===== src/rtl/slpg_pkg.sv =====
// ----------------------------------------------------------------------------
// slpg_pkg: shared types and constants of the status LED pattern generator
// Holds the command codes, status numbers, colour codes, the time phase
// widths and the state and result structures passed between the modules.
// ----------------------------------------------------------------------------
package slpg_pkg;

  // Command codes of an input request.
  localparam logic [2:0] CMD_TICK  = 3'd0;
  localparam logic [2:0] CMD_SET   = 3'd1;
  localparam logic [2:0] CMD_CLEAR = 3'd2;
  localparam logic [2:0] CMD_FLASH = 3'd3;
  localparam logic [2:0] CMD_QUERY = 3'd4;

  // Status numbers.
  localparam int unsigned NUM_STATUS = 14;
  localparam logic [3:0] ST_OFF        = 4'd0;
  localparam logic [3:0] ST_BOOT       = 4'd1;
  localparam logic [3:0] ST_SETUP      = 4'd2;
  localparam logic [3:0] ST_WIFI       = 4'd3;
  localparam logic [3:0] ST_UNCLAIMED  = 4'd4;
  localparam logic [3:0] ST_DISARMED   = 4'd5;
  localparam logic [3:0] ST_ARMED      = 4'd6;
  localparam logic [3:0] ST_OFFLINE    = 4'd7;
  localparam logic [3:0] ST_AUTH_FAIL  = 4'd8;
  localparam logic [3:0] ST_DETECTION  = 4'd9;
  localparam logic [3:0] ST_CAMERA     = 4'd10;
  localparam logic [3:0] ST_SERVO      = 4'd11;
  localparam logic [3:0] ST_LASER      = 4'd12;
  localparam logic [3:0] ST_ERROR      = 4'd13;

  // Colour codes.
  localparam logic [2:0] C_OFF    = 3'd0;
  localparam logic [2:0] C_RED    = 3'd1;
  localparam logic [2:0] C_GREEN  = 3'd2;
  localparam logic [2:0] C_BLUE   = 3'd3;
  localparam logic [2:0] C_YELLOW = 3'd4;
  localparam logic [2:0] C_ORANGE = 3'd5;
  localparam logic [2:0] C_CYAN   = 3'd6;
  localparam logic [2:0] C_WHITE  = 3'd7;

  // Pattern periods in milliseconds; all divide the 60000 ms wrap.
  localparam int unsigned PER_400  = 400;
  localparam int unsigned PER_500  = 500;
  localparam int unsigned PER_1000 = 1000;
  localparam int unsigned PER_1250 = 1250;
  localparam int unsigned PER_1500 = 1500;
  localparam int unsigned PER_2000 = 2000;
  localparam int unsigned PER_3000 = 3000;
  localparam int unsigned PER_4000 = 4000;
  localparam int unsigned PER_5000 = 5000;

  localparam logic [7:0] FLASH_LEN_RESET = 8'd200;
  localparam logic [7:0] FULL_BRIGHT     = 8'd255;

  // Reciprocal multipliers for the breathing ramps:
  // d*255/1000 == (d*4278237) >> 24 for d <= 1000,
  // d*255/1500 == (d*178262)  >> 20 for d <= 1500.
  localparam logic [31:0] BOOT_RECIP  = 32'd4278237;
  localparam logic [28:0] SETUP_RECIP = 29'd178262;

  typedef logic [8:0]  ph400_t;
  typedef logic [8:0]  ph500_t;
  typedef logic [9:0]  ph1000_t;
  typedef logic [10:0] ph1250_t;
  typedef logic [10:0] ph1500_t;
  typedef logic [10:0] ph2000_t;
  typedef logic [11:0] ph3000_t;
  typedef logic [11:0] ph4000_t;
  typedef logic [12:0] ph5000_t;

  // Status mask, flash countdown and the time as one phase per period.
  typedef struct packed {
    logic [NUM_STATUS-1:0] mask;
    logic [7:0]            flash;
    ph400_t                t400;
    ph500_t                t500;
    ph1000_t               t1000;
    ph1250_t               t1250;
    ph1500_t               t1500;
    ph2000_t               t2000;
    ph3000_t               t3000;
    ph4000_t               t4000;
    ph5000_t               t5000;
  } slpg_state_t;

  // One result item.
  typedef struct packed {
    logic [3:0] shown_state;
    logic [2:0] color_code;
    logic [7:0] brightness;
    logic       queried_active;
  } slpg_result_t;

endpackage


===== src/rtl/slpg_state.sv =====
// ----------------------------------------------------------------------------
// slpg_state: status mask, flash countdown and millisecond phase counters
// Applies one command to the stored state. The state after the command is
// offered to the pattern logic and is stored when the request is accepted.
// ----------------------------------------------------------------------------
module slpg_state (
  input  logic                 clk,
  input  logic                 rst_n,
  input  logic                 cfg_we,
  input  logic [7:0]           cfg_wdata,
  input  logic                 accept,
  input  logic [2:0]           command,
  input  logic [3:0]           state_id,
  output slpg_pkg::slpg_state_t st_nxt
);
  import slpg_pkg::*;

  slpg_state_t st_r;
  logic [7:0]  flash_len_r;
  slpg_state_t tick_st;
  logic        id_ok;

  // Time advanced by one millisecond; every phase wraps at its own period and a running flash countdown drops by one.
  always_comb begin
    tick_st       = st_r;
    tick_st.t400  = (st_r.t400  == ph400_t'(PER_400 - 1))   ? '0 : st_r.t400  + 9'd1;
    tick_st.t500  = (st_r.t500  == ph500_t'(PER_500 - 1))   ? '0 : st_r.t500  + 9'd1;
    tick_st.t1000 = (st_r.t1000 == ph1000_t'(PER_1000 - 1)) ? '0 : st_r.t1000 + 10'd1;
    tick_st.t1250 = (st_r.t1250 == ph1250_t'(PER_1250 - 1)) ? '0 : st_r.t1250 + 11'd1;
    tick_st.t1500 = (st_r.t1500 == ph1500_t'(PER_1500 - 1)) ? '0 : st_r.t1500 + 11'd1;
    tick_st.t2000 = (st_r.t2000 == ph2000_t'(PER_2000 - 1)) ? '0 : st_r.t2000 + 11'd1;
    tick_st.t3000 = (st_r.t3000 == ph3000_t'(PER_3000 - 1)) ? '0 : st_r.t3000 + 12'd1;
    tick_st.t4000 = (st_r.t4000 == ph4000_t'(PER_4000 - 1)) ? '0 : st_r.t4000 + 12'd1;
    tick_st.t5000 = (st_r.t5000 == ph5000_t'(PER_5000 - 1)) ? '0 : st_r.t5000 + 13'd1;
    tick_st.flash = (st_r.flash != 8'd0) ? st_r.flash - 8'd1 : 8'd0;
  end

  assign id_ok = (state_id < 4'(NUM_STATUS));

  // State after the command.
  always_comb begin
    st_nxt = st_r;
    case (command)
      CMD_TICK: begin
        st_nxt = tick_st;
      end
      CMD_SET: begin
        if (id_ok) begin
          st_nxt.mask = st_r.mask | (14'd1 << state_id);
        end
      end
      CMD_CLEAR: begin
        if (id_ok) begin
          st_nxt.mask = st_r.mask & ~(14'd1 << state_id);
        end
      end
      CMD_FLASH: begin
        st_nxt.flash = flash_len_r;
      end
      default: begin
        st_nxt = st_r;
      end
    endcase
  end

  // State register.
  always_ff @(posedge clk) begin
    if (!rst_n) begin
      st_r <= '0;
    end else if (accept) begin
      st_r <= st_nxt;
    end
  end

  // Flash length register.
  always_ff @(posedge clk) begin
    if (!rst_n) begin
      flash_len_r <= FLASH_LEN_RESET;
    end else if (cfg_we) begin
      flash_len_r <= cfg_wdata;
    end
  end

endmodule


===== src/rtl/slpg_pattern.sv =====
// ----------------------------------------------------------------------------
// slpg_pattern: priority selection and pattern lookup
// Picks the status shown, then derives its colour and brightness from the
// phase counters. Breathing ramps use a constant reciprocal multiply.
// ----------------------------------------------------------------------------
module slpg_pattern (
  input  slpg_pkg::slpg_state_t  st,
  input  logic [3:0]             state_id,
  output slpg_pkg::slpg_result_t res
);
  import slpg_pkg::*;

  logic [3:0]  shown;
  logic [2:0]  base_col;
  logic [2:0]  col;
  logic [7:0]  bright;
  logic [10:0] boot_d;
  logic [10:0] setup_d;
  logic [31:0] boot_prod;
  logic [28:0] setup_prod;

  // Winning status: a running flash first, then the highest set mask bit.
  always_comb begin
    shown = ST_OFF;
    for (int i = 1; i < NUM_STATUS; i++) begin
      if (st.mask[i]) begin
        shown = 4'(i);
      end
    end
    if (st.flash != 8'd0) begin
      shown = ST_DETECTION;
    end
  end

  // Colour under the offline blink.
  always_comb begin
    if (st.mask[ST_ARMED]) begin
      base_col = C_GREEN;
    end else if (st.mask[ST_DISARMED]) begin
      base_col = C_YELLOW;
    end else if (st.mask[ST_UNCLAIMED]) begin
      base_col = C_ORANGE;
    end else if (st.mask[ST_WIFI]) begin
      base_col = C_BLUE;
    end else if (st.mask[ST_SETUP]) begin
      base_col = C_CYAN;
    end else if (st.mask[ST_BOOT]) begin
      base_col = C_BLUE;
    end else begin
      base_col = C_OFF;
    end
  end

  // Triangle ramps: distance from the nearest period edge, scaled to 255.
  assign boot_d     = (st.t2000 < 11'(PER_2000 / 2)) ? st.t2000
                                                     : 11'(PER_2000) - st.t2000;
  assign setup_d    = (st.t3000 < 12'(PER_3000 / 2)) ? st.t3000[10:0]
                                                     : 11'(12'(PER_3000) - st.t3000);
  assign boot_prod  = 32'(boot_d) * BOOT_RECIP;
  assign setup_prod = 29'(setup_d) * SETUP_RECIP;

  // Pattern of the shown status.
  always_comb begin
    bright = FULL_BRIGHT;
    col    = C_OFF;
    case (shown)
      ST_BOOT: begin
        col    = C_BLUE;
        bright = boot_prod[31:24];
      end
      ST_SETUP: begin
        col    = C_CYAN;
        bright = setup_prod[27:20];
      end
      ST_WIFI: begin
        col = (st.t400 < 9'd200) ? C_BLUE : C_OFF;
      end
      ST_UNCLAIMED: begin
        col = ((st.t2000 < 11'd150) || (st.t2000 >= 11'd300 && st.t2000 < 11'd450))
              ? C_ORANGE : C_OFF;
      end
      ST_DISARMED: begin
        col = (st.t5000 >= 13'd4800) ? C_OFF : C_YELLOW;
      end
      ST_ARMED: begin
        col = C_GREEN;
      end
      ST_OFFLINE: begin
        col = (st.t4000 < 12'd100) ? C_ORANGE : base_col;
      end
      ST_AUTH_FAIL: begin
        col = (st.t500 < 9'd250) ? C_RED : C_ORANGE;
      end
      ST_DETECTION: begin
        col = C_WHITE;
      end
      ST_CAMERA: begin
        col = ((st.t1000 < 10'd100) || (st.t1000 >= 10'd200 && st.t1000 < 10'd300))
              ? C_RED : C_OFF;
      end
      ST_SERVO: begin
        col = ((st.t1250 < 11'd80) ||
               (st.t1250 >= 11'd160 && st.t1250 < 11'd240) ||
               (st.t1250 >= 11'd320 && st.t1250 < 11'd400)) ? C_RED : C_OFF;
      end
      ST_LASER: begin
        col = ((st.t1500 < 11'd60) ||
               (st.t1500 >= 11'd120 && st.t1500 < 11'd180) ||
               (st.t1500 >= 11'd240 && st.t1500 < 11'd300) ||
               (st.t1500 >= 11'd360 && st.t1500 < 11'd420)) ? C_RED : C_OFF;
      end
      ST_ERROR: begin
        col = (st.t1000 < 10'd500) ? C_RED : C_OFF;
      end
      default: begin
        col = C_OFF;
      end
    endcase
  end

  // Assemble the result; an unlit colour always has zero brightness.
  always_comb begin
    res.shown_state    = shown;
    res.color_code     = col;
    res.brightness     = (col == C_OFF) ? 8'd0 : bright;
    res.queried_active = (state_id < 4'(NUM_STATUS)) && st.mask[state_id];
  end

endmodule


===== src/rtl/status_led_pattern_generator_unit.sv =====
// ----------------------------------------------------------------------------
// status_led_pattern_generator_unit: status LED pattern generator
// Each accepted request (tick, set, clear, flash or query) updates the status
// mask, millisecond time or flash countdown and yields one result in the next
// cycle: the status shown, its colour code and brightness, and the queried
// mask bit. The block takes one request per clock cycle; the result register
// frees itself in the same cycle it is read, so in_ready stays high while
// out_ready is high. The result is held in the single result register behind
// the pattern logic. The flash length register may be written at any
// time through cfg_we and cfg_wdata and applies to the next flash request.
// ----------------------------------------------------------------------------
module status_led_pattern_generator_unit (
  input  logic       clk,
  input  logic       rst_n,
  input  logic       in_valid,
  output logic       in_ready,
  input  logic [2:0] in_command,
  input  logic [3:0] in_state_id,
  output logic       out_valid,
  input  logic       out_ready,
  output logic [3:0] out_shown_state,
  output logic [2:0] out_color_code,
  output logic [7:0] out_brightness,
  output logic       out_queried_active,
  input  logic       cfg_we,
  input  logic [7:0] cfg_wdata
);
  import slpg_pkg::*;

  logic         accept;
  logic         out_valid_r;
  slpg_state_t  st_nxt;
  slpg_result_t res;
  slpg_result_t res_r;

  // Accept while the result register is empty or is being read.
  assign in_ready = !out_valid_r || out_ready;
  assign accept   = in_valid && in_ready;

  slpg_state u_state (
    .clk       (clk),
    .rst_n     (rst_n),
    .cfg_we    (cfg_we),
    .cfg_wdata (cfg_wdata),
    .accept    (accept),
    .command   (in_command),
    .state_id  (in_state_id),
    .st_nxt    (st_nxt)
  );

  slpg_pattern u_pattern (
    .st       (st_nxt),
    .state_id (in_state_id),
    .res      (res)
  );

  // Result valid flag.
  always_ff @(posedge clk) begin
    if (!rst_n) begin
      out_valid_r <= 1'b0;
    end else if (accept) begin
      out_valid_r <= 1'b1;
    end else if (out_ready) begin
      out_valid_r <= 1'b0;
    end
  end

  // Result payload register.
  always_ff @(posedge clk) begin
    if (accept) begin
      res_r <= res;
    end
  end

  assign out_valid          = out_valid_r;
  assign out_shown_state    = res_r.shown_state;
  assign out_color_code     = res_r.color_code;
  assign out_brightness     = res_r.brightness;
  assign out_queried_active = res_r.queried_active;

endmodule


===== config.mk =====
export PLATFORM = sky130hd
export DESIGN_NAME = status_led_pattern_generator_unit
export DESIGN_NICKNAME = d
export VERILOG_FILES = /design/src/rtl/slpg_pkg.sv /design/src/rtl/slpg_state.sv /design/src/rtl/slpg_pattern.sv /design/src/rtl/status_led_pattern_generator_unit.sv
export SDC_FILE = /design/constraint.sdc
export NUM_CORES = 1
export LEC_CHECK = 0
export BUFFER_PORTS_ARGS = -buffer_cell sky130_fd_sc_hd__buf_2
export CAP_MARGIN = 20
export CELL_PAD_IN_SITES_DETAIL_PLACEMENT = 0
export CELL_PAD_IN_SITES_GLOBAL_PLACEMENT = 1
export CORE_MARGIN = 8
export CORE_UTILIZATION = 54
export CTS_BUF_LIST = sky130_fd_sc_hd__clkbuf_4 sky130_fd_sc_hd__clkbuf_8
export CTS_CLUSTER_SIZE = 16
export DETAILED_ROUTE_END_ITERATION = 6
export GPL_ROUTABILITY_DRIVEN = 0
export PLACE_DENSITY_LB_ADDON = 0.12
export SYNTH_ARGS = -nofsm -noshare
export SYNTH_HDL_FRONTEND = slang
export SYNTH_HIERARCHICAL = 1
export SYNTH_SLANG_ARGS = --single-unit

===== constraint.sdc =====
create_clock -name clk -period 26.3 [get_ports clk]
set_input_delay 3.945 -clock clk [delete_from_list [all_inputs] [get_ports clk]]
set_output_delay 3.945 -clock clk [all_outputs]
set_load 0.1 [all_outputs]

# After elaboration in Yosys (flattened, before gate mapping)
# Cells that the tools add are included.
# classes
n_addsub	12
multipliers	2
div	0
magnitude_cmp	27
n_eq_ne	25
shift	1
muxes	52
bitwise	3
n_reduce_logical	23
# ops
operator	n
two-way mux 98 bit	1
two-way mux 11 bit	5
less-than comparator 11 x 9 -> 1 bit, second input constant	4
two-way mux 3 bit	13
one-hot mux 3 bit (13 select lines)	1
adder 11 x 1 -> 11 bit, second input constant	3
equality test 11 bit, second input constant	3
>= comparator 11 x 9 -> 1 bit, second input constant	3
less-than comparator 11 x 8 -> 1 bit, second input constant	3
multiplier 11 x 23 -> 32 bit, second input constant	1
one-hot mux 8 bit (2 select lines)	2
two-way mux 14 bit	2
two-way mux 4 bit	7
one-hot mux 14 bit (2 select lines)	1
multiplier 11 x 17 -> 27 bit, second input constant	1
adder 12 x 1 -> 12 bit, second input constant	2
equality test 12 bit, second input constant	2
equality test 4 bit, second input constant	6
two-way mux 12 bit	2
>= comparator 11 x 8 -> 1 bit, second input constant	2
less-than comparator 10 x 9 -> 1 bit, second input constant	2
adder 9 x 1 -> 9 bit, second input constant	2
equality test 9 bit, second input constant	2
less-than comparator 9 x 8 -> 1 bit, second input constant	2
other kinds (40)	73
# word_totals
register_bits	145
latch_bits	0
ram_bits	0
romBits	0
in_bits	20
out_inout_bits	18
word_cells	162
n_memories	0

# Logic depth before layout (Yosys ltp)
# depth
ltp_word	22
ltp_mapped	37
depth_no_buf	32

# By module
# Netlist, hierarchy kept.
# modules_own_cells
module	n_inst	cells_each	area_each_um2	seq_area_each_um2
slpg_state	1	1137	8567.0	2562.5
slpg_pattern	1	926	7881.3	0.0
status_led_pattern_generator_unit	1	21	538.0	500.5

# Worst setup path before layout
# No wires, ideal clock.
# synth_timing
kind	input port to flip-flop
from	in in_command[2]
to	reg res_r, in the netlist out_brightness[5] (data pin)
setup_ns	0.146
arrival_ns	11.925
t_required_ns	26.154
path_slack_ns	14.229
path_stages	33
path_buffers	7
path_cell_list	buf_6 -> or3_1 -> buf_2 -> buf_6 -> buf_6 -> buf_6 -> clkbuf_1 -> buf_1 -> a21o_1 -> inv_1 -> ha_1 -> or3b_2 -> a21oi_1 -> and2_1 -> xor2_1 -> inv_1 -> fa_1 -> fa_1 -> inv_1 -> fa_1 -> fa_1 -> inv_1 -> fa_1 -> inv_1 -> ha_1 -> nand4_1 -> a21oi_1 -> and4_1 -> o2bb2ai_1 -> o31ai_1 -> nor3_1 -> a2111o_1 -> a21oi_1
# synth_rtl
element	line_no	rtl
start: declaration	status_led_pattern_generator_unit.sv:17	input logic [2:0] in_command,
end signal: assignment	status_led_pattern_generator_unit.sv:71	res_r <= res;
end: declaration	status_led_pattern_generator_unit.sv:34	slpg_result_t res_r;

==> run metrics <==
CP Launch Type input port; Net count, final 2336; Setup Buffers After CTS 0; ANT nets after route 0; root buffer cell clkbuf_8; cell family with most CP delay adder cells; final setup TNS 0 ns; CTS H-tree depth 4; vias in the first global route 14.0k; Post-Syn Instances 2043; WP data arrival 12.64 ns; Residual DRC 0; CTS hold repair buffers 0; GRT Total Usage 22.7%; initial antenna violation count 0; Post-Synthesis Cell Area 0.0168 mm^2; Buf+Inv Stages, Crit Path 5; Port Buf Inserts 37; Hold Fails Final Rpt 0; kind of critical path input port to flip-flop; Synth Net Count 2355; Final Cycle Share 46.8%; Hold Path Cell Cnt 2; # clock sinks 145; FF+latch area 0.00306 mm^2; Pre-antenna DRT Iters 5; largest stage delay on the critical path 0.63 ns; layout cells sized above 1 8.94%; Die Ht 192 um; drt initial violations 927; Worst Hold Class flip-flop to flip-flop; antenna cell count 0; HPWL reported at the end of detailed placement 31300 um; DR WL/cell 16.9 um; Setup Viol. Count Final 0; pre-CTS WS 13.18 ns; worst slew pin tran 1.10 ns; area of the multi-input gates 0.0123 mm^2; CTS Buf Count 17; largest net degree at the start of global routing 60; Clock Skews 0.0222 ns; Avg Inst Size Synth 8.20 um^2; routed via count 14.2k; Post-Route WL 41000 um; Boundary Pins 38; drt via density 5.86; Clk pin slew, worst setup/hold paths 0.10 ns; maxcap violations 0; P&R area growth vs syn 4.64%; first-pass GRT wire length 69400 um; Slew headroom 26.3%; max-slew violations 0; Starting Density 54.8%; Yosys Warn Count 6; global route total overflow 0; core footprint 0.0306 mm^2; R2R depth 29; status complete, no violations; worst path required time 26.62 ns; RSZ-0062 raised after global routing false; final setup margin 13.99 ns; fmax 81.2 MHz; CP Depth 31; worst-path fanout max 24; FILL cells 2852; Period minus WS final 12.31 ns; CP endpoint kind flip-flop; CTS resizes 0; chip width 192 um; row count 64; worst vdd ir 0.0000253 V; Worst-Skew Late Latency 0.46 ns; Die ar. 0.0369 mm^2; LEAKAGE 8.00 nW; clock buffer depth 2; CTS tree yes; Slowest-stage cell, CP o31ai_1; Power Density 28.1 mW/mm^2
layout by cell type, fill, tap and decap left out, types with 22 or more instances in the layout:
| cell | n |
|---|---|
| a21oi_1 | 131 |
| a31oi_1 | 28 |
| and3_1 | 22 |
| buf_2 | 37 |
| dfxtp_1 | 129 |
| fa_1 | 106 |
| ha_1 | 186 |
| inv_1 | 254 |
| nand2_1 | 141 |
| nand3_1 | 71 |
| nand4_1 | 35 |
| nor2_1 | 161 |
| nor3_1 | 49 |
| o21ai_0 | 114 |
| or3_1 | 32 |
| xnor2_1 | 67 |
| xor2_1 | 43 |
where the power goes:
part           switching (mW)  internal, mW  total (mW)
Combinational          0.0633        0.0257      0.0889
Clock                  0.0881        0.0824       0.170
Sequential            0.00426         0.230       0.234
Total                   0.156         0.338       0.493
per-stage QoR:
step	cells	util (%)	hold WS (ns)	power [mW]	area (um^2)
after floorplan	2043	-	0.443	0.305	16800
after global placement	2398	56.1	0.459	0.327	17200
after detailed placement	2398	56.1	0.464	0.328	17200
after CTS	2429	57.3	0.478	0.502	17500
after global routing	2432	57.3	0.496	0.517	17500
final	2432	57.3	0.476	0.493	17500
layer usage:
| layer | up-vias | global-route usage [%] | routed length [um] | part of all wire, % |
|---|---|---|---|---|
| met5 | - | 0 | 0 | 0 |
| met2 | 271 | 38.7 | 19400 | 47 |
| met4 | 0 | 6.29 | 823 | 2.0 |
| met1 | 6799 | 30.2 | 19400 | 47 |
| met3 | 47 | 2.32 | 1390 | 3.4 |
| li1 | 7129 | - | - | - |
worst reg2reg max path: cells and delay by family, from the launching register on:
| kind | cells | cell delay [ns] |
|---|---|---|
| fa+ha+maj | 8 | 3.52 |
| compound gates | 7 | 1.99 |
| simple gates | 8 | 1.70 |
| buf+inv | 5 | 0.72 |
| xor+xnor | 1 | 0.55 |
| flops | 1 | 0.42 |
sequential cells by signal, summed over array words and instances, names as in the netlist:
signal               count
out_queried_active       1
out_valid                1
u_state/flash_len_r      8
u_state/st_r           120
out_color_code           3
out_shown_state          4
out_brightness           8
layout make-up:
class                   count  share of cell area [%]
clock inverters             9                   0.478
multi-input cells        1550                    70.4
repair buffers             53                    1.73
well taps                 396                    2.82
inverters                 257                    5.51
clock buffers              22                    1.62
flip-flops and latches    145                    17.5
path summary, 6_finish.rpt:
path / startpoint / to / slack, ns
min: u_state/st_r[1] / u_state/st_r[1] / 0.48
max: in_command[0] / out_brightness[5] / 13.99
min reg2reg: u_state/st_r[1] / u_state/st_r[1] / 0.48
max reg2reg: u_state/st_r[37] / out_brightness[5] / 17.27
Power figures use the tool's default switching activity.
